===== config.mk =====
export PLATFORM = sky130hd
export DESIGN_NAME = mip_atlas_copy_address_generator
export DESIGN_NICKNAME = d
export VERILOG_FILES = /design/src/design/mipag_pkg.sv /design/src/design/mip_atlas_copy_address_generator.sv /design/src/design/mipag_queue.sv /design/src/design/mipag_front.sv /design/src/design/mipag_back.sv
export SDC_FILE = /design/constraint.sdc
export NUM_CORES = 1
export LEC_CHECK = 0
export BUFFER_PORTS_ARGS = -buffer_cell sky130_fd_sc_hd__clkbuf_2
export CAP_MARGIN = 20
export CORE_MARGIN = 3
export CORE_UTILIZATION = 50
export CTS_BUF_LIST = sky130_fd_sc_hd__clkbuf_2 sky130_fd_sc_hd__clkbuf_4 sky130_fd_sc_hd__clkbuf_8
export DETAILED_ROUTE_END_ITERATION = 10
export GPL_ROUTABILITY_DRIVEN = 0
export PLACE_DENSITY_LB_ADDON = 0.05
export SETUP_SLACK_MARGIN = 0.2
export SYNTH_ARGS = -nofsm -noshare
export SYNTH_HDL_FRONTEND = slang
export SYNTH_SLANG_ARGS = --single-unit

===== constraint.sdc =====
create_clock -name clock -period 17.05 [get_ports clock]
set_input_delay 1.705 -clock clock [delete_from_list [all_inputs] [get_ports clock]]
set_output_delay 1.705 -clock clock [all_outputs]
set_load 0.1 [all_outputs]

===== src/design/mipag_pkg.sv =====
package mipag_pkg;

   // Geometry of the atlas
   localparam int TILE_BLOCKS    = 8;
   localparam int BLOCK_BYTES    = 8;
   localparam int MIP_LEVELS     = 4;
   localparam int MAX_TILES_SIDE = 64;
   localparam int BLK_TEXELS     = 4;
   localparam int BLK_SHIFT      = 2;

   localparam int QUEUE_DEPTH_DEFAULT = 2;

   // Port field widths
   localparam int MAP_W    = 7;
   localparam int CAP_W    = 23;
   localparam int CSR_W    = 23;
   localparam int IDX_W    = 2;
   localparam int MIP_W    = 2;
   localparam int TILE_W   = 6;
   localparam int STATUS_W = 2;
   localparam int OFFSET_W = 22;
   localparam int SRC_W    = 9;
   localparam int LEN_W    = 7;

   // Internal widths
   localparam int SIDE_W    = 9;
   localparam int TEX_W     = 16;
   localparam int BLK_W     = 14;
   localparam int PROD_W    = 2 * BLK_W;
   localparam int ACC_W     = 36;
   localparam int ROWB_W    = BLK_W + 5;
   localparam int BLKS_W    = $clog2(TILE_BLOCKS + 1);
   localparam int ROW_W     = (TILE_BLOCKS > 1) ? $clog2(TILE_BLOCKS) : 1;
   localparam int COPY_W    = BLKS_W + 5;
   localparam int ROWM_W    = TILE_W + BLKS_W;
   localparam int MUL_W     = ROWM_W + ROWB_W;
   localparam int CC_W      = TILE_W + COPY_W;
   localparam int SRCA_W    = ROW_W + COPY_W;
   localparam int LVL_W     = (MIP_LEVELS > 1) ? $clog2(MIP_LEVELS) : 1;
   localparam int LVL_SLOTS = 1 << MIP_W;

   // Configuration register indexes
   typedef enum logic [IDX_W-1:0] {
      CSR_MAP_WIDE = 2'd0,
      CSR_MAP_DEEP = 2'd1,
      CSR_BYTE_CAP = 2'd2
   } csr_index_type;

   // Result status codes
   typedef enum logic [STATUS_W-1:0] {
      ST_COPY     = 2'd0,
      ST_OVER_CAP = 2'd1,
      ST_OUTSIDE  = 2'd2
   } status_type;

   // Kind of work queued for the back end
   typedef enum logic [1:0] {
      KIND_COPY,
      KIND_CAP,
      KIND_MAP
   } kind_type;

   typedef enum logic [1:0] {
      RC_MUL,
      RC_ACC,
      RC_READY
   } rc_state_type;

   typedef enum logic [2:0] {
      BK_IDLE,
      BK_MUL1,
      BK_MUL2,
      BK_SUM,
      BK_ROWS
   } bk_state_type;

   typedef struct packed {
      kind_type          kind;
      logic [MIP_W-1:0]  level;
      logic [TILE_W-1:0] col;
      logic [TILE_W-1:0] row;
   } queue_entry_type;

   // Layout derived from the map size
   typedef struct packed {
      logic [LVL_SLOTS-1:0][ACC_W-1:0]  base;
      logic [LVL_SLOTS-1:0][ROWB_W-1:0] rowb;
      logic [ACC_W-1:0]                 total;
   } layout_type;

   function automatic logic [SIDE_W-1:0] side_clamp(input logic [MAP_W-1:0] v);
      logic [SIDE_W-1:0] s;
      s = SIDE_W'(v);
      if (s > SIDE_W'(MAX_TILES_SIDE)) s = SIDE_W'(MAX_TILES_SIDE);
      return s;
   endfunction

   // Blocks covering a span of tiles at a level, at least one texel
   function automatic logic [BLK_W-1:0] blocks_across(input logic [SIDE_W-1:0] tiles,
                                                      input logic [LVL_W-1:0]  lvl);
      logic [TEX_W-1:0] tex;
      tex = (TEX_W'(tiles) * TEX_W'(TILE_BLOCKS * BLK_TEXELS)) >> lvl;
      if (tex == '0) tex = TEX_W'(1);
      tex = tex + TEX_W'(BLK_TEXELS - 1);
      return BLK_W'(tex >> BLK_SHIFT);
   endfunction

   // Block rows of one tile at a level
   function automatic logic [BLKS_W-1:0] level_blocks(input logic [MIP_W-1:0] lvl);
      return BLKS_W'(TILE_BLOCKS >> lvl);
   endfunction

endpackage


===== src/design/mip_atlas_copy_address_generator.sv =====
// Copy address generator for a block-compressed, mip-chained tile atlas. The map size in
// tiles (csr index 0 and 1) sets the atlas layout and the byte cap (index 2) bounds it; after
// reset and after every write to index 0, 1 or 2 a layout sequencer steps a multiply state
// and an accumulate state for each mip level, computing level bases and the total, and
// req_ready stays low meanwhile. Each request word names a tile and a mip level; a present
// tile yields one copy descriptor per block row that fits inside the atlas, last_row marking
// the final one, an absent tile yields nothing, and an over-cap atlas or a tile outside the
// map yields a single error word. The front end classifies a word combinationally and
// queues it; the back end sets up the address in BK_MUL1, BK_MUL2 and BK_SUM (two registered
// multiplies and a sum) and then emits one descriptor per cycle from its row stepper while
// the result side is not stalled.
module mip_atlas_copy_address_generator import mipag_pkg::*; #(
   parameter int QUEUE_DEPTH = QUEUE_DEPTH_DEFAULT
) (
   input  logic                clock,
   input  logic                reset,
   input  logic                csr_write,
   input  logic [IDX_W-1:0]    csr_index,
   input  logic [CSR_W-1:0]    csr_data,
   input  logic                req_valid,
   output logic                req_ready,
   input  logic [MIP_W-1:0]    req_mip_level,
   input  logic [TILE_W-1:0]   req_tile_column,
   input  logic [TILE_W-1:0]   req_tile_row,
   input  logic                req_tile_present,
   output logic                rsp_valid,
   input  logic                rsp_ready,
   output logic [STATUS_W-1:0] rsp_status,
   output logic [OFFSET_W-1:0] rsp_atlas_offset,
   output logic [SRC_W-1:0]    rsp_source_offset,
   output logic [LEN_W-1:0]    rsp_copy_length,
   output logic                rsp_last_row
);

   logic            queue_full;
   logic            push;
   queue_entry_type push_entry;
   logic            pop;
   logic            head_valid;
   queue_entry_type head_entry;
   layout_type      layout;

   // Classify words and keep the layout
   mipag_front u_front (
      .clock            (clock),
      .reset            (reset),
      .csr_write        (csr_write),
      .csr_index        (csr_index),
      .csr_data         (csr_data),
      .req_valid        (req_valid),
      .req_ready        (req_ready),
      .req_mip_level    (req_mip_level),
      .req_tile_column  (req_tile_column),
      .req_tile_row     (req_tile_row),
      .req_tile_present (req_tile_present),
      .queue_full       (queue_full),
      .push             (push),
      .push_entry       (push_entry),
      .layout           (layout)
   );

   // Decouple front and back
   mipag_queue #(
      .DEPTH (QUEUE_DEPTH)
   ) u_queue (
      .clock      (clock),
      .reset      (reset),
      .push       (push),
      .push_entry (push_entry),
      .full       (queue_full),
      .pop        (pop),
      .head_valid (head_valid),
      .head_entry (head_entry)
   );

   // Emit descriptors
   mipag_back u_back (
      .clock             (clock),
      .reset             (reset),
      .head_valid        (head_valid),
      .head_entry        (head_entry),
      .pop               (pop),
      .layout            (layout),
      .rsp_valid         (rsp_valid),
      .rsp_ready         (rsp_ready),
      .rsp_status        (rsp_status),
      .rsp_atlas_offset  (rsp_atlas_offset),
      .rsp_source_offset (rsp_source_offset),
      .rsp_copy_length   (rsp_copy_length),
      .rsp_last_row      (rsp_last_row)
   );

endmodule


===== src/design/mipag_queue.sv =====
module mipag_queue import mipag_pkg::*; #(
   parameter int DEPTH = QUEUE_DEPTH_DEFAULT
) (
   input  logic            clock,
   input  logic            reset,
   input  logic            push,
   input  queue_entry_type push_entry,
   output logic            full,
   input  logic            pop,
   output logic            head_valid,
   output queue_entry_type head_entry
);

   localparam int PTR_W = (DEPTH > 1) ? $clog2(DEPTH) : 1;
   localparam int CNT_W = $clog2(DEPTH + 1);

   queue_entry_type  slots_ff [DEPTH];
   logic [PTR_W-1:0] wr_ptr_ff, wr_ptr_in;
   logic [PTR_W-1:0] rd_ptr_ff, rd_ptr_in;
   logic [CNT_W-1:0] count_ff, count_in;

   function automatic logic [PTR_W-1:0] ptr_next(input logic [PTR_W-1:0] p);
      return (p == PTR_W'(DEPTH - 1)) ? '0 : p + PTR_W'(1);
   endfunction

   assign full       = (count_ff == CNT_W'(DEPTH));
   assign head_valid = (count_ff != '0);
   assign head_entry = slots_ff[rd_ptr_ff];

   // Advance pointers and count
   always_comb begin
      wr_ptr_in = push ? ptr_next(wr_ptr_ff) : wr_ptr_ff;
      rd_ptr_in = pop ? ptr_next(rd_ptr_ff) : rd_ptr_ff;
      count_in  = count_ff;
      if (push && !pop) count_in = count_ff + CNT_W'(1);
      else if (pop && !push) count_in = count_ff - CNT_W'(1);
   end

   always_ff @(posedge clock) begin
      if (reset) begin
         wr_ptr_ff <= '0;
         rd_ptr_ff <= '0;
         count_ff  <= '0;
      end else begin
         wr_ptr_ff <= wr_ptr_in;
         rd_ptr_ff <= rd_ptr_in;
         count_ff  <= count_in;
      end
   end

   // Hold queued words
   always_ff @(posedge clock) begin
      if (push) slots_ff[wr_ptr_ff] <= push_entry;
   end

endmodule


===== src/design/mipag_front.sv =====
module mipag_front import mipag_pkg::*; (
   input  logic              clock,
   input  logic              reset,
   input  logic              csr_write,
   input  logic [IDX_W-1:0]  csr_index,
   input  logic [CSR_W-1:0]  csr_data,
   input  logic              req_valid,
   output logic              req_ready,
   input  logic [MIP_W-1:0]  req_mip_level,
   input  logic [TILE_W-1:0] req_tile_column,
   input  logic [TILE_W-1:0] req_tile_row,
   input  logic              req_tile_present,
   input  logic              queue_full,
   output logic              push,
   output queue_entry_type   push_entry,
   output layout_type        layout
);

   logic [MAP_W-1:0]  wide_ff, wide_in;
   logic [MAP_W-1:0]  deep_ff, deep_in;
   logic [CAP_W-1:0]  cap_ff, cap_in;
   rc_state_type      rc_state_ff, rc_state_in;
   logic [LVL_W-1:0]  lvl_ff, lvl_in;
   logic [ACC_W-1:0]  acc_ff, acc_in;
   logic [PROD_W-1:0] prod_ff, prod_in;
   layout_type        layout_ff, layout_in;

   logic [BLK_W-1:0]  wblk, dblk;
   logic [SIDE_W-1:0] side_wide, side_deep;
   logic              over_cap, outside, level_ok;

   assign side_wide = side_clamp(wide_ff);
   assign side_deep = side_clamp(deep_ff);
   assign wblk      = blocks_across(side_wide, lvl_ff);
   assign dblk      = blocks_across(side_deep, lvl_ff);
   assign layout    = layout_ff;

   // Write configuration and step the layout sequencer
   always_comb begin
      wide_in     = wide_ff;
      deep_in     = deep_ff;
      cap_in      = cap_ff;
      rc_state_in = rc_state_ff;
      lvl_in      = lvl_ff;
      acc_in      = acc_ff;
      prod_in     = prod_ff;
      layout_in   = layout_ff;
      case (rc_state_ff)
         RC_MUL: begin
            prod_in = PROD_W'(wblk) * PROD_W'(dblk);
            if (int'(lvl_ff) < LVL_SLOTS)
               layout_in.rowb[MIP_W'(lvl_ff)] = ROWB_W'(wblk) * ROWB_W'(BLOCK_BYTES);
            rc_state_in = RC_ACC;
         end
         RC_ACC: begin
            if (int'(lvl_ff) < LVL_SLOTS) layout_in.base[MIP_W'(lvl_ff)] = acc_ff;
            acc_in = acc_ff + ACC_W'(prod_ff) * ACC_W'(BLOCK_BYTES);
            if (lvl_ff == LVL_W'(MIP_LEVELS - 1)) begin
               layout_in.total = acc_in;
               rc_state_in     = RC_READY;
            end else begin
               lvl_in      = lvl_ff + LVL_W'(1);
               rc_state_in = RC_MUL;
            end
         end
         default: ;
      endcase
      if (csr_write) begin
         case (csr_index)
            CSR_MAP_WIDE: wide_in = csr_data[MAP_W-1:0];
            CSR_MAP_DEEP: deep_in = csr_data[MAP_W-1:0];
            CSR_BYTE_CAP: cap_in  = csr_data[CAP_W-1:0];
            default: ;
         endcase
         if (csr_index == CSR_MAP_WIDE || csr_index == CSR_MAP_DEEP ||
             csr_index == CSR_BYTE_CAP) begin
            rc_state_in = RC_MUL;
            lvl_in      = '0;
            acc_in      = '0;
         end
      end
   end

   always_ff @(posedge clock) begin
      if (reset) begin
         wide_ff     <= MAP_W'(1);
         deep_ff     <= MAP_W'(1);
         cap_ff      <= CAP_W'(4194304);
         rc_state_ff <= RC_MUL;
         lvl_ff      <= '0;
         acc_ff      <= '0;
      end else begin
         wide_ff     <= wide_in;
         deep_ff     <= deep_in;
         cap_ff      <= cap_in;
         rc_state_ff <= rc_state_in;
         lvl_ff      <= lvl_in;
         acc_ff      <= acc_in;
      end
   end

   always_ff @(posedge clock) begin
      prod_ff   <= prod_in;
      layout_ff <= layout_in;
   end

   // Classify the incoming word
   assign over_cap = layout_ff.total > ACC_W'(cap_ff);
   assign outside  = (SIDE_W'(req_tile_column) >= side_wide) ||
                     (SIDE_W'(req_tile_row) >= side_deep);
   assign level_ok = (int'(req_mip_level) < MIP_LEVELS) &&
                     (level_blocks(req_mip_level) != '0);

   assign req_ready = (rc_state_ff == RC_READY) && !queue_full;

   always_comb begin
      push             = req_valid && req_ready &&
                         (over_cap || outside || (req_tile_present && level_ok));
      push_entry.kind  = over_cap ? KIND_CAP : (outside ? KIND_MAP : KIND_COPY);
      push_entry.level = req_mip_level;
      push_entry.col   = req_tile_column;
      push_entry.row   = req_tile_row;
   end

endmodule


===== src/design/mipag_back.sv =====
module mipag_back import mipag_pkg::*; (
   input  logic                clock,
   input  logic                reset,
   input  logic                head_valid,
   input  queue_entry_type     head_entry,
   output logic                pop,
   input  layout_type          layout,
   output logic                rsp_valid,
   input  logic                rsp_ready,
   output logic [STATUS_W-1:0] rsp_status,
   output logic [OFFSET_W-1:0] rsp_atlas_offset,
   output logic [SRC_W-1:0]    rsp_source_offset,
   output logic [LEN_W-1:0]    rsp_copy_length,
   output logic                rsp_last_row
);

   bk_state_type      state_ff, state_in;
   logic [MIP_W-1:0]  level_ff, level_in;
   logic [TILE_W-1:0] col_ff, col_in;
   logic [TILE_W-1:0] trow_ff, trow_in;
   logic [BLKS_W-1:0] blocks_ff, blocks_in;
   logic [COPY_W-1:0] copy_ff, copy_in;
   logic [ROW_W-1:0]  row_counter_ff, row_counter_in;
   logic [ROWM_W-1:0] t1_ff, t1_in;
   logic [CC_W-1:0]   cc_ff, cc_in;
   logic [MUL_W-1:0]  m_ff, m_in;
   logic [ACC_W-1:0]  dst_ff, dst_in;
   logic [SRCA_W-1:0] src_ff, src_in;

   logic                rsp_valid_ff, rsp_valid_in;
   logic [STATUS_W-1:0] status_ff, status_in;
   logic [OFFSET_W-1:0] offset_ff, offset_in;
   logic [SRC_W-1:0]    srco_ff, srco_in;
   logic [LEN_W-1:0]    len_ff, len_in;
   logic                last_ff, last_in;

   logic              slot_free;
   logic [ACC_W-1:0]  rowb, row_end;
   logic              fits, next_fits, is_last;

   assign slot_free = !rsp_valid_ff || rsp_ready;
   assign rowb      = ACC_W'(layout.rowb[level_ff]);
   assign row_end   = dst_ff + ACC_W'(copy_ff);
   assign fits      = row_end <= layout.total;
   assign next_fits = (row_end + rowb) <= layout.total;
   assign is_last   = (row_counter_ff == ROW_W'(blocks_ff - BLKS_W'(1))) || !next_fits;

   // Drain the queue and step through block rows
   always_comb begin
      state_in       = state_ff;
      level_in       = level_ff;
      col_in         = col_ff;
      trow_in        = trow_ff;
      blocks_in      = blocks_ff;
      copy_in        = copy_ff;
      row_counter_in = row_counter_ff;
      t1_in          = t1_ff;
      cc_in          = cc_ff;
      m_in           = m_ff;
      dst_in         = dst_ff;
      src_in         = src_ff;
      pop            = 1'b0;
      rsp_valid_in   = rsp_valid_ff && !rsp_ready;
      status_in      = status_ff;
      offset_in      = offset_ff;
      srco_in        = srco_ff;
      len_in         = len_ff;
      last_in        = last_ff;
      case (state_ff)
         BK_IDLE: begin
            if (head_valid) begin
               if (head_entry.kind == KIND_COPY) begin
                  pop       = 1'b1;
                  level_in  = head_entry.level;
                  col_in    = head_entry.col;
                  trow_in   = head_entry.row;
                  blocks_in = level_blocks(head_entry.level);
                  copy_in   = COPY_W'(level_blocks(head_entry.level)) *
                              COPY_W'(BLOCK_BYTES);
                  state_in  = BK_MUL1;
               end else if (slot_free) begin
                  pop          = 1'b1;
                  rsp_valid_in = 1'b1;
                  status_in    = (head_entry.kind == KIND_CAP) ? ST_OVER_CAP : ST_OUTSIDE;
                  offset_in    = '0;
                  srco_in      = '0;
                  len_in       = '0;
                  last_in      = 1'b1;
               end
            end
         end
         BK_MUL1: begin
            t1_in    = ROWM_W'(trow_ff) * ROWM_W'(blocks_ff);
            cc_in    = CC_W'(col_ff) * CC_W'(copy_ff);
            state_in = BK_MUL2;
         end
         BK_MUL2: begin
            m_in     = MUL_W'(t1_ff) * MUL_W'(layout.rowb[level_ff]);
            state_in = BK_SUM;
         end
         BK_SUM: begin
            dst_in         = layout.base[level_ff] + ACC_W'(m_ff) + ACC_W'(cc_ff);
            src_in         = '0;
            row_counter_in = '0;
            state_in       = BK_ROWS;
         end
         BK_ROWS: begin
            if (!fits) begin
               state_in = BK_IDLE;
            end else if (slot_free) begin
               rsp_valid_in   = 1'b1;
               status_in      = ST_COPY;
               offset_in      = dst_ff[OFFSET_W-1:0];
               srco_in        = src_ff[SRC_W-1:0];
               len_in         = copy_ff[LEN_W-1:0];
               last_in        = is_last;
               dst_in         = dst_ff + rowb;
               src_in         = src_ff + SRCA_W'(copy_ff);
               row_counter_in = row_counter_ff + ROW_W'(1);
               if (is_last) state_in = BK_IDLE;
            end
         end
         default: state_in = BK_IDLE;
      endcase
   end

   always_ff @(posedge clock) begin
      if (reset) begin
         state_ff       <= BK_IDLE;
         row_counter_ff <= '0;
         rsp_valid_ff   <= 1'b0;
      end else begin
         state_ff       <= state_in;
         row_counter_ff <= row_counter_in;
         rsp_valid_ff   <= rsp_valid_in;
      end
   end

   always_ff @(posedge clock) begin
      level_ff  <= level_in;
      col_ff    <= col_in;
      trow_ff   <= trow_in;
      blocks_ff <= blocks_in;
      copy_ff   <= copy_in;
      t1_ff     <= t1_in;
      cc_ff     <= cc_in;
      m_ff      <= m_in;
      dst_ff    <= dst_in;
      src_ff    <= src_in;
      status_ff <= status_in;
      offset_ff <= offset_in;
      srco_ff   <= srco_in;
      len_ff    <= len_in;
      last_ff   <= last_in;
   end

   assign rsp_valid         = rsp_valid_ff;
   assign rsp_status        = status_ff;
   assign rsp_atlas_offset  = offset_ff;
   assign rsp_source_offset = srco_ff;
   assign rsp_copy_length   = len_ff;
   assign rsp_last_row      = last_ff;

endmodule


==> results by group, run 1 <==
Synth
  – Warnings from Yosys: 0
  – Seq cells post-synth: a little under 500
  – Sequential share of the synthesized area: 39.59%
  – Synth cell types: between 80 and 90
  – Fraction of registers with async set/reset: 0%
  – Post-synth EDFFs: between 300 and 400
  – Mean Syn Cell Area: 11.00 sq um
  – Cells after synthesis: ~3.1k
  – Top FF cell, synth: edfxtp_1
  – Mapped Area: 34610 sq um

Timing
  – Peak Freq: around 120 MHz
  – Rel. slew slack: a little under 30%
  – Setup_tns: 0 ns
  – Setup violators final: 0
  – Final hold vios: 0
  – Crit path time final: roughly 8 ns
  – Unrepaired setup endpoints after global routing: false
  – Worst setup margin: around 9.0 ns
  – Max Slew Vio Count: 0
  – Final period utilization: between 40% and 50%
  – Worst-Margin Slew: between 1 and 1.5 ns
  – Skew final: between 0.03 and 0.04 ns

Clock tree
  – Clock root cell: clkbuf_8
  – Hold Buf Count CTS: 0
  – CTS max path bufs: 3
  – Sink count of the clock tree: between 400 and 500
  – H-Tree Depth: 3
  – Worst skew pair latency: 0.70 ns
  – Setup Buffers After CTS: 0
  – CTS clock-pin slew for the worst setup and hold paths: ~0.07 ns
  – Post_cts resized: 0
  – CTS tree: yes
  – CTS Buf Count: 83

Global routing
  – Initial antenna violation count: 2
  – Vias in the first global route: approximately 24k
  – GR Overflow Total: 0
  – First-pass GRT wire length: ~130000 microns
  – Tot GR Track Use: 23.60%
  – Largest net degree at the start of global routing: 66

Route
  – Routed Antenna Nets: 0
  – DR vias: approximately 24k
  – Vias per Instance: roughly 5.6
  – DRC viols: 0
  – WL/cell: 20.20 microns
  – Initial DRC count: around 1.8k
  – Final WL: 86050 microns
  – Drt pass-1 iters: 8

Floorplanning
  – Die span in y: 269.1 microns
  – Die footprint: just over 70000 sq um
  – Starting density of the core: 50.99%
  – Die W: between 200 and 300 microns
  – Core ar.: slightly below 70000 sq um
  – FP Rows: 95
  – Top Ports: between 80 and 90

Worst setup path
  – Crit path kind: flop to flop
  – WP data arrival: ~8.5 ns
  – Crit Path Max Fanout: 27
  – Reg2reg path depth: 27
  – Flop-to-flop setup slack: approximately 9 ns
  – Critical Path RT: 17.48 ns
  – CP endpoint kind: flop
  – Crit start category: flop

Run
  – Max-cap violations: 0

Final layout
  – Ratio of cells with drive above 1 in the final layout: 10.61%
  – Fillers: approximately 6k
  – Area of the multi-input gates: about 19000 sq um
  – Sequential Area: approximately 14000 sq um
  – Nets@finish: between 3k and 4k
  – Layout overhead on the synthesized area: 9.045%

Placed design
  – Pre-CTS WS: just over 9 ns
  – Port bufs: around 80
  – DP HPWL: approximately 66000 microns

Power and ir drop
  – Leakage: ~0.016 uW
  – Pwr/cell area: 152.1 nW/um^2
  – Worst VDD drop: 0.1784 mV

Min path
  – Hold WC Path Type: flop to flop
  – Hold path depth: 2

Run status
  – Status: complete, no violations
-- cells in the mapped netlist, types with 10 or more instances --
cell type  count  area, sq um
a211oi_1      22        165.2
o21ai_0       75        375.4
or2_2         10        62.56
o21bai_1      19        142.6
fa_1         183         3664
edfxtp_1     399        11980
nor2_1       219        822.0
nand2_1      275         1032
and2_1        96        600.6
nand3_1       53        265.3
o21a_1        26        195.2
nor4_1        13        81.33
buf_1         10        37.54
mux4_2        44        991.0
nor2b_1       29        181.4
nor3_1        39        195.2
mux2_2        18        202.7
mux2i_1       48        480.5
xnor2_1      127         1112
a21oi_1      163        815.8
nand2b_1      30        187.7
xor2_1        79        691.9
ha_1         363         4542
dfxtp_1       86         1722
inv_1        308         1156
nand4_1       48        300.3
a31oi_1       12        75.07
a21o_1        79        593.1
and3_1        40        250.2
clkbuf_1      80        300.3
-- state kept, by name, summed over array words and instances (netlist names), 20 cells and up, named ones only --
| register | flops |
|---|---|
| u_back.dst_ff | 34 |
| u_back.m_ff | 23 |
| u_back.rsp_atlas_offset | 20 |
| u_front.acc_ff | 33 |
| u_front.cap_ff | 23 |
| u_front.layout | 209 |
| u_front.prod_ff | 24 |
| u_queue.slots_ff | 32 |
-- metal layers --
| metal | GRT usage, % | up-vias | wire length [microns] |
|---|---|---|---|
| met5 | 0 | - | 10 |
| met4 | 7.391 | 2 | 2344 |
| met3 | 3.867 | 123 | 4452 |
| met2 | 38.20 | 588 | 40550 |
| met1 | 32.70 | 11810 | 38690 |
| li1 | - | 11260 | - |
-- final cells by class --
cell class / instances / share of cell area (%)
inverter: 308 / 3.063
antenna: 1 / 0.006630
tap: 921 / 3.053
clock inverter: 30 / 0.5603
multi-input combinational: 2279 / 51.36
timing repair buffer: 110 / 1.684
clock buffer: 126 / 3.965
sequential: 485 / 36.31
-- where the power goes --
part           leakage, uW  total, uW  switching, uW  internal (uW)
clock             0.000905       1070            490            583
sequential         0.00441       1630           90.5           1540
combinational       0.0109       3040           1810           1230
total               0.0162       5740           2390           3350
-- cell families (layout without fill, tap and decap cells) --
group                    after synthesis  after routing  synth area share [%]
buffers and inverters                420            574                 4.844
flip-flops                           485            485                 39.59
adder cells (fa/ha/maj)              548            548                 23.77
multiplexers                         110            110                 4.837
XOR/XNOR                             207            207                 5.260
AO/OA/AOI/OAI                        471            471                 8.785
other                                  2             40               0.02170
AND/OR/NAND/NOR                      904            904                 12.90
-- cells in the final DEF, fill, tap and decap left out, types with 10 or more instances in the layout --
master and instances:
ha_1 362, inv_1 308, dfxtp_1 86, nand3_1 53
nand2b_1 30, fa_1 183, buf_4 28, o21bai_1 19
mux2i_1 48, edfxtp_1 399, o21a_1 26, and3_1 39
xnor2_1 127, mux4_2 44, clkinv_1 16, o21ai_0 75
clkbuf_2 81, nand2_1 275, a21o_1 79, a21oi_1 163
nor3_1 39, nor4_1 13, clkbuf_8 88, a211oi_1 22
a31oi_1 12, clkbuf_4 38, xor2_1 79, nor2_1 219
nand4_1 48, mux2_2 18, and2_1 96, conb_1 39
nor2b_1 29, or2_2 10
-- path summary, 6_finish.rpt --
path,end,startpoint
setup reg to reg,u_front.prod_ff[17],u_front.lvl_ff[0]
hold reg to reg,u_front.cap_ff[3],u_front.cap_ff[3]
setup / recovery,u_front.prod_ff[17],u_front.lvl_ff[0]
hold / removal,u_front.cap_ff[3],u_front.cap_ff[3]
-- critical path, cell delays in order, from the launching register on --
cell and delay [ns]:
dfxtp_1 1.02, a21oi_1 0.40, mux2_2 0.43, inv_1 0.29, nor3_1 0.12, a32oi_1 0.55, inv_1 0.26, nand2_1 0.16
fa_1 0.18, inv_1 0.04, ha_1 0.20, fa_1 0.54, inv_1 0.05, fa_1 0.47, inv_1 0.06, fa_1 0.54
inv_1 0.06, fa_1 0.52, inv_1 0.04, ha_1 0.21, a21o_1 0.16, a21oi_1 0.31, o211ai_1 0.19, a41oi_1 0.38
nand2b_1 0.18, nand2b_1 0.07, a211oi_1 0.29, nor2_1 0.07
-- metrics by stage --
| stage | hold slack (ns) | cells | total power [uW] | utilization [%] | area, sq um |
|---|---|---|---|---|---|
| global route | 0.4813 | 4260 | 6216 | 55.61 | 37740 |
| floorplan | 0.4362 | 3184 | 3876 | - | 34750 |
| global placement | 0.4462 | 4102 | 4657 | 53.06 | 36010 |
| detailed placement | 0.4501 | 4102 | 4683 | 53.06 | 36010 |
| CTS | 0.4586 | 4258 | 5804 | 55.57 | 37720 |
| finish | 0.4558 | 4260 | 5740 | 55.61 | 37740 |
Power figures use the tool's default switching activity.
==> run 2: changes to the inputs <==
==> constraint.sdc (replaced) <==
create_clock -name clock -period 7.65 [get_ports clock]
set_input_delay 0.765 -clock clock [delete_from_list [all_inputs] [get_ports clock]]
set_output_delay 0.765 -clock clock [all_outputs]
set_load 0.1 [all_outputs]
==> run 2 against run 1 <==
  * Power is 130% higher
  * Clock-buffer cell count decreased by 7
  * Sequential share of layout area down 0.21 points
  * First-iteration DRC count barely moved
  * Final cell count up 0.45%
  * Combinational power grew 130%
  * Die area is the same
  * Clock skew grew 0.0075 ns
  * Routed wire length is 1.9% higher
  * Hold slack worse by 0.18 ns
  * Cell area increased by 0.59%
  * Flip-flop and latch count unchanged
  * Critical endpoint is now u_front.prod_ff[19]
==> results by group, run 2 (synthesized netlist as in run 1, its figures left out) <==
Worst setup path
  – Crit start category: flop
  – Crit path kind: flop to flop
  – Cell mode on critical path: inv_1
  – Critical Path RT: 8.09 ns (-9.39 ns)
  – Crit Path Max Fanout: 15 (-44%)
  – Crit-path max cell delay: 0.54 ns (-0.48 ns)
  – CP endpoint kind: flop
  – Reg2reg path depth: 29 (+7.4%)
  – Slowest-stage cell, CP: fa_1
  – WP data arrival: 7.50 ns (-1.00 ns)

Floorplanning
  – FP Rows: 95 (unchanged)
  – Starting density of the core: 50.99% (unchanged)
  – Top Ports: 88 (unchanged)
  – Die span in y: 269.1 microns (unchanged)
  – Core ar.: 67870 sq um (unchanged)
  – Die footprint: 72410 sq um (unchanged)
  – Die W: 269.1 microns (unchanged)

Clock tree
  – Setup Buffers After CTS: 0 (unchanged)
  – CTS tree: yes
  – CTS max path bufs: 3 (unchanged)
  – CTS clock-pin slew for the worst setup and hold paths: 0.06 ns (about the same)
  – CTS Buf Count: 85 (+2.4%)
  – Clock root cell: clkbuf_8
  – Sink count of the clock tree: 485 (unchanged)
  – Worst skew pair latency: 0.71 ns (about the same)
  – H-Tree Depth: 3 (unchanged)

Placed design
  – DP HPWL: 67670 microns (+1.9%)
  – Pre-CTS WS: 0.5080 ns (-8.618 ns)
  – Port bufs: 81 (unchanged)

Route
  – Initial DRC count: 1837 (+0.054%)
  – Routed Antenna Nets: 0 (unchanged)
  – WL/cell: 20.49 microns (+1.4%)
  – DR vias: 23.92k (+0.64%)
  – Vias per Instance: 5.591 (+0.19%)
  – Final WL: 87680 microns (+1.9%)
  – DRC viols: 0 (unchanged)
  – Drt pass-1 iters: 5 (-3)

Timing
  – Rel. slew slack: 29.51% (+0.040 points)
  – Hold WS: 0.2743 ns (-0.1815 ns)
  – Peak Freq: 141.7 MHz (+14%)
  – Setup_tns: 0 ns (unchanged)
  – Crit path time final: 7.056 ns (-1.008 ns)
  – Worst-Margin Slew: 1.048 ns (-0.008823 ns)
  – Max Slew Vio Count: 0 (unchanged)
  – Final period utilization: 92.23% (+45 points)
  – Skew final: 0.04062 ns (+0.007545 ns)
  – Setup violators final: 0 (unchanged)
  – Final hold vios: 0 (unchanged)
  – Unrepaired setup endpoints after global routing: false
  – Worst setup margin: 0.5945 ns (-8.392 ns)

Global routing
  – First-pass GRT wire length: 136000 microns (+1.4%)
  – Vias in the first global route: 24.23k (+1.6%)
  – Tot GR Track Use: 24.06% (+0.46 points)
  – Initial antenna violation count: 2 (unchanged)
  – Largest net degree at the start of global routing: 68 (+3.0%)
  – GR Overflow Total: 0 (unchanged)

Final layout
  – Commonest non-fill, non-tap cells in the layout: edfxtp_1, ha_1, inv_1
  – Commonest non-fill, non-tap cell in the layout: edfxtp_1
  – Nets@finish: 3880 (+0.57%)
  – Layout overhead on the synthesized area: 9.685%
  – Fillers: 5896 (-0.84%)
  – Max reg flops: 209 (unchanged)
  – Ratio of cells with drive above 1 in the final layout: 11.23% (+0.63 points)

Min path
  – Hold path depth: 1 (-1)
  – Hold WC Path Type: input pin to flop

Power and ir drop
  – Pwr/cell area: 342.5 nW/um^2 (+130%)
  – Leakage: 0.01631 uW (+0.83%)
  – Worst VDD drop: 0.4939 mV (+180%)

Run
  – Max-cap violations: 0 (unchanged)

Run status
  – Status: complete, no violations
## run 2: cell types whose count changed in the layout (fill, tap and decap cells not counted), sizes merged
| cell | previous run | this run |
|---|---|---|
| inv | 311 | 314 |
| clkinv | 24 | 28 |
| buf | 29 | 49 |
| bufinv | 1 | 2 |
| clkbuf | 207 | 200 |
| clkinvlp | 2 | 0 |
## run 2: final cells by class
type,instances,area (sq um),share of cell area [%]
Inverter,308,1156,3.045
Tap cell,921,1152,3.036
Timing Repair Buffer,130,783.3,2.063
Clock inverter,36,294.0,0.7745
Multi-Input combinational cell,2279,19390,51.09
Antenna cell,1,2.502,0.006592
Clock buffer,119,1475,3.886
Sequential cell,485,13700,36.10
## run 2: worst max-delay path: cells and delay by family, from the launching register on
| kind | cells | cell delay, ns |
|---|---|---|
| fa+ha+maj | 7 | 2.64 |
| compound gates | 7 | 1.51 |
| simple gates | 5 | 0.77 |
| buf+inv | 7 | 0.70 |
| mux | 2 | 0.64 |
| flops | 1 | 0.45 |
| xor+xnor | 1 | 0.07 |
## run 2: worst paths after layout
kind / slack (ns) / start / endpoint
hold reg to reg: 0.45 / u_front.cap_ff[1] / u_front.cap_ff[1]
setup / recovery: 0.59 / u_front.wide_ff[6] / u_front.prod_ff[19]
hold / removal: 0.27 / req_mip_level[1] / u_queue.slots_ff[1][13]
setup reg to reg: 0.59 / u_front.wide_ff[6] / u_front.prod_ff[19]
## run 2: timing repair
action                                  in CTS  in global routing
hold buffers                                 0                  0
resized for setup                            0                  3
endpoints found under the setup margin       0                  4
## run 2: where the power goes
part | internal (uW) | leakage, uW | switching (uW)
Combinational | 2740 | 0.0109 | 4140
Clock | 1340 | 0.000940 | 1130
Sequential | 3430 | 0.00443 | 214
Total | 7510 | 0.0163 | 5490
## run 2: routing by layer
| metal | vias up | part of all wire [%] | GRT usage, % |
|---|---|---|---|
| met5 | - | 0.014 | 0 |
| met4 | 2 | 3.2 | 8.482 |
| met3 | 159 | 5.4 | 3.778 |
| met2 | 627 | 48 | 39.15 |
| met1 | 11860 | 44 | 32.88 |
| li1 | 11280 | - | - |
## run 2: through the flow
stage	cell area, sq um	util (%)	cells	power (uW)
3_3_place_gp	36150	53.27	4121	10470
2_1_floorplan	34750	-	3184	8624
4_1_cts	37930	55.88	4277	13110
5_1_grt	37960	55.93	4279	14040
6_report	37960	55.93	4279	13000
3_5_place_dp	36160	53.27	4122	10540
==> run 3: changes to the inputs <==
--- a/config.mk
+++ b/config.mk
@@ -7,7 +7,6 @@
 export LEC_CHECK = 0
 export BUFFER_PORTS_ARGS = -buffer_cell sky130_fd_sc_hd__clkbuf_2
 export CAP_MARGIN = 20
-export CORE_MARGIN = 3
 export CORE_UTILIZATION = 50
 export CTS_BUF_LIST = sky130_fd_sc_hd__clkbuf_2 sky130_fd_sc_hd__clkbuf_4 sky130_fd_sc_hd__clkbuf_8
 export DETAILED_ROUTE_END_ITERATION = 10
@@ -16,4 +15,5 @@
 export SETUP_SLACK_MARGIN = 0.2
 export SYNTH_ARGS = -nofsm -noshare
 export SYNTH_HDL_FRONTEND = slang
+export SYNTH_HIERARCHICAL = 1
 export SYNTH_SLANG_ARGS = --single-unit
==> run 3 against run 2 <==
  * Final cell count increased by 16%
  * Clock-buffer cell count increased by 10
  * Fmax increased by 0.57%
  * First-iteration DRC count increased by 5.2%
==> results by group, run 3 <==
Clock tree
  – CTS clock-pin slew for the worst setup and hold paths: 0.06 ns (about the same)
  – Worst skew pair latency: 0.71 ns (about the same)
  – CTS Buf Count: 85 (unchanged)
  – CTS max path bufs: 3 (unchanged)
  – Sink count of the clock tree: 495 (+2.1%)
  – Clock root cell: clkbuf_8
  – H-Tree Depth: 3 (unchanged)
  – CTS tree: yes
  – Hold Buf Count CTS: 0 (unchanged)

Floorplanning
  – FP Rows: 102 (+7.4%)
  – Core ar.: 77470 sq um (+14%)
  – Die W: 281.9 microns (+4.7%)
  – Die span in y: 281.9 microns (+4.7%)
  – Top Ports: 88 (unchanged)
  – Starting density of the core: 50.56% (-0.44 points)
  – Die footprint: 79460 sq um (+9.7%)

Placed design
  – DP HPWL: 81550 microns (+21%)
  – Port bufs: 81 (unchanged)

Route
  – Drt pass-1 iters: 6 (+1)
  – Vias per Instance: 5.652 (+1.1%)
  – Detail Route met2 WL: 49070 microns (+18%)
  – Met1 WL: 45240 microns (+17%)
  – Routed Antenna Nets: 0 (unchanged)
  – Initial DRC count: 1932 (+5.2%)
  – DRC viols: 0 (unchanged)
  – WL/cell: 20.88 microns (+1.9%)
  – Highest Signal Layer: met5
  – DR vias: 27.95k (+17%)
  – Final WL: 103300 microns (+18%)
  – Met3 WL: 5791 microns (+23%)

Timing
  – Max Slew Vio Count: 0 (unchanged)
  – Skew final: 0.05571 ns (+0.01509 ns)
  – Unrepaired setup endpoints after global routing: true
  – Final hold vios: 0 (unchanged)
  – Setup violators final: 0 (unchanged)
  – Rel. slew slack: 32.29% (+2.8 points)
  – Setup_tns: 0 ns (unchanged)
  – Crit path time final: 7.015 ns (-0.04003 ns)
  – Final period utilization: 91.71% (-0.52 points)
  – Worst-Margin Slew: 0.9900 ns (-0.05771 ns)
  – Peak Freq: 142.5 MHz (+0.57%)

Min path
  – Hold WC Path Type: input pin to flop

Final layout
  – Area of the multi-input gates: 23080 sq um (+19%)
  – Fillers: 6761 (+15%)
  – Commonest non-fill, non-tap cells in the layout: edfxtp_1, ha_1, inv_1
  – Layout overhead on the synthesized area: 8.712%
  – Max reg flops: 209 (unchanged)
  – Sequential Area: 14010 sq um (+2.2%)
  – Nets@finish: 4519 (+16%)
  – Commonest non-fill, non-tap cell in the layout: edfxtp_1
  – Ratio of cells with drive above 1 in the final layout: 10.76% (-0.47 points)

Synth
  – Sequential share of the synthesized area: 35.75% (-3.8 points)
  – Fraction of registers with async set/reset: 0% (unchanged)
  – Most numerous cell in the Yosys netlist: edfxtp_1
  – Synth cell types: 85 (unchanged)
  – Post-synth EDFFs: 409 (+2.5%)
  – Mean Syn Cell Area: 10.57 sq um (-3.9%)
  – Mapped Area: 39170 sq um (+13%)
  – Cells after synthesis: 3705 (+18%)
  – Top FF cell, synth: edfxtp_1
  – Top cells by count, synth: edfxtp_1, ha_1, inv_1, nand2_1, nor2_1
  – Seq cells post-synth: 495 (+2.1%)
  – Warnings from Yosys: 6 (+6)
  – Post-synth top area cell: edfxtp_1
  – Area contributors post-synth: edfxtp_1, ha_1, fa_1
  – Area share of the largest cell type after synthesis: 31.36% (-3.3 points)

Power and ir drop
  – Pwr/cell area: 201.9 nW/um^2 (-41%)
  – Power, Total: 8598 uW (-34%)
  – Leakage: 0.01865 uW (+14%)
  – Worst VDD drop: 0.1247 mV (-75%)

Worst setup path
  – Cell depth of the worst setup path: 27 (-6.9%)
  – Crit path kind: flop to flop
  – Reg2reg path depth: 27 (-6.9%)
  – Slowest-stage cell, CP: or4_4
  – Crit start category: flop
  – Crit-path max cell delay: 0.54 ns (about the same)
  – Reg2Reg Launch Point: u_front/lvl_ff[0]
  – Crit-path leading delay family: adder cells
  – Crit Path Max Fanout: 13 (-2)
  – CP endpoint kind: flop
  – Crit path from: u_front/lvl_ff[0]
  – WP buf/inv: 5 (-2)
  – WP data arrival: 7.44 ns (-0.06 ns)
  – Flop-to-flop setup slack: 0.63 ns (+0.04 ns)
  – Critical R2R Capture: u_front/prod_ff[21]
  – End point of the critical path: u_front/prod_ff[21]
  – Critical Path RT: 8.07 ns (-0.02 ns)

Global routing
  – First-pass GRT wire length: 159100 microns (+17%)
  – Initial antenna violation count: 4 (+2)
  – Vias in the first global route: 28.27k (+17%)
  – Largest net degree at the start of global routing: 60 (-12%)
  – GR Overflow Total: 0 (unchanged)
  – Tot GR Track Use: 26.34% (+2.3 points)

Run
  – Max-cap violations: 0 (unchanged)

Run status
  – Status: complete, no violations
## run 3: changes by cell type after synthesis, moves of 12 or more
cell / change
nand2_1: +57
inv_1: +66
and2_1: +34
xnor2_1: +14
fa_1: +62
a21oi_1: +50
a211oi_1: +12
nor2_1: +34
a21o_1: +17
o21ai_0: +20
buf_4: +61
ha_1: +32
## run 3: final cells by class
type / count / area share, %
multi-input cells: 2728 / 54.22
repair buffers: 148 / 2.242
clock buffers: 129 / 3.641
inverters: 376 / 3.326
diodes: 2 / 0.01175
clock inverters: 27 / 0.6112
flip-flops and latches: 495 / 32.89
well taps: 1040 / 3.056
## run 3: power breakdown
| part | switching, uW | internal (uW) | total, uW |
|---|---|---|---|
| sequential | 94.4 | 3200 | 3290 |
| clock | 1140 | 1410 | 2560 |
| combinational | 1870 | 885 | 2750 |
## run 3: through the flow
step / hold WS (ns) / std cells / utilization (%) / instance area, sq um / setup slack [ns]
floorplan: 0.4362 / 3787 / - / 39470 / 0.3641
global placement: 0.4468 / 4774 / 52.43 / 40620 / 0.5238
detailed placement: 0.4514 / 4774 / 52.43 / 40620 / 0.4272
CTS: 0.2226 / 4930 / 54.77 / 42430 / 0.3574
global route: 0.2465 / 4945 / 54.96 / 42580 / 0.1751
finish: 0.2821 / 4945 / 54.96 / 42580 / 0.6345
## run 3: metal layers
metal / track usage [%] / vias up
li1: - / 13060
met1: 35.28 / 13910
met2: 43.27 / 794
met3: 4.276 / 185
met4: 9.016 / 2
met5: 0 / -
## run 3: cell families (layout without fill, tap and decap cells)
kind of cell	count (synthesis)	after routing	share of synthesized area, %
other	3	87	0.02875
adder cells (fa/ha/maj)	644	644	25.24
AO/OA/AOI/OAI	612	612	9.990
multiplexers	119	119	4.853
AND/OR/NAND/NOR	1058	1058	13.25
XOR/XNOR	210	210	4.715
buffers and inverters	564	680	6.162
flip-flops	495	495	35.75
## run 3: how the worst min path moves through the flow
stage | depth (start not counted) | end | startpoint
3_5_place_dp | 2 | u_front/cap_ff[8] | u_front/cap_ff[8]
2_1_floorplan | 2 | u_front/cap_ff[2] | u_front/cap_ff[2]
4_1_cts | 1 | u_queue/slots_ff[1][13] | req_mip_level[1]
6_report | 1 | u_queue/slots_ff[1][13] | req_mip_level[1]
5_1_grt | 1 | u_queue/slots_ff[1][13] | req_mip_level[1]
3_3_place_gp | 2 | u_front/cap_ff[0] | u_front/cap_ff[0]
## run 3: timing repair
action	CTS	global route
gates resized for setup	0	3
setup buffers	0	9
setup endpoints to repair	0	6
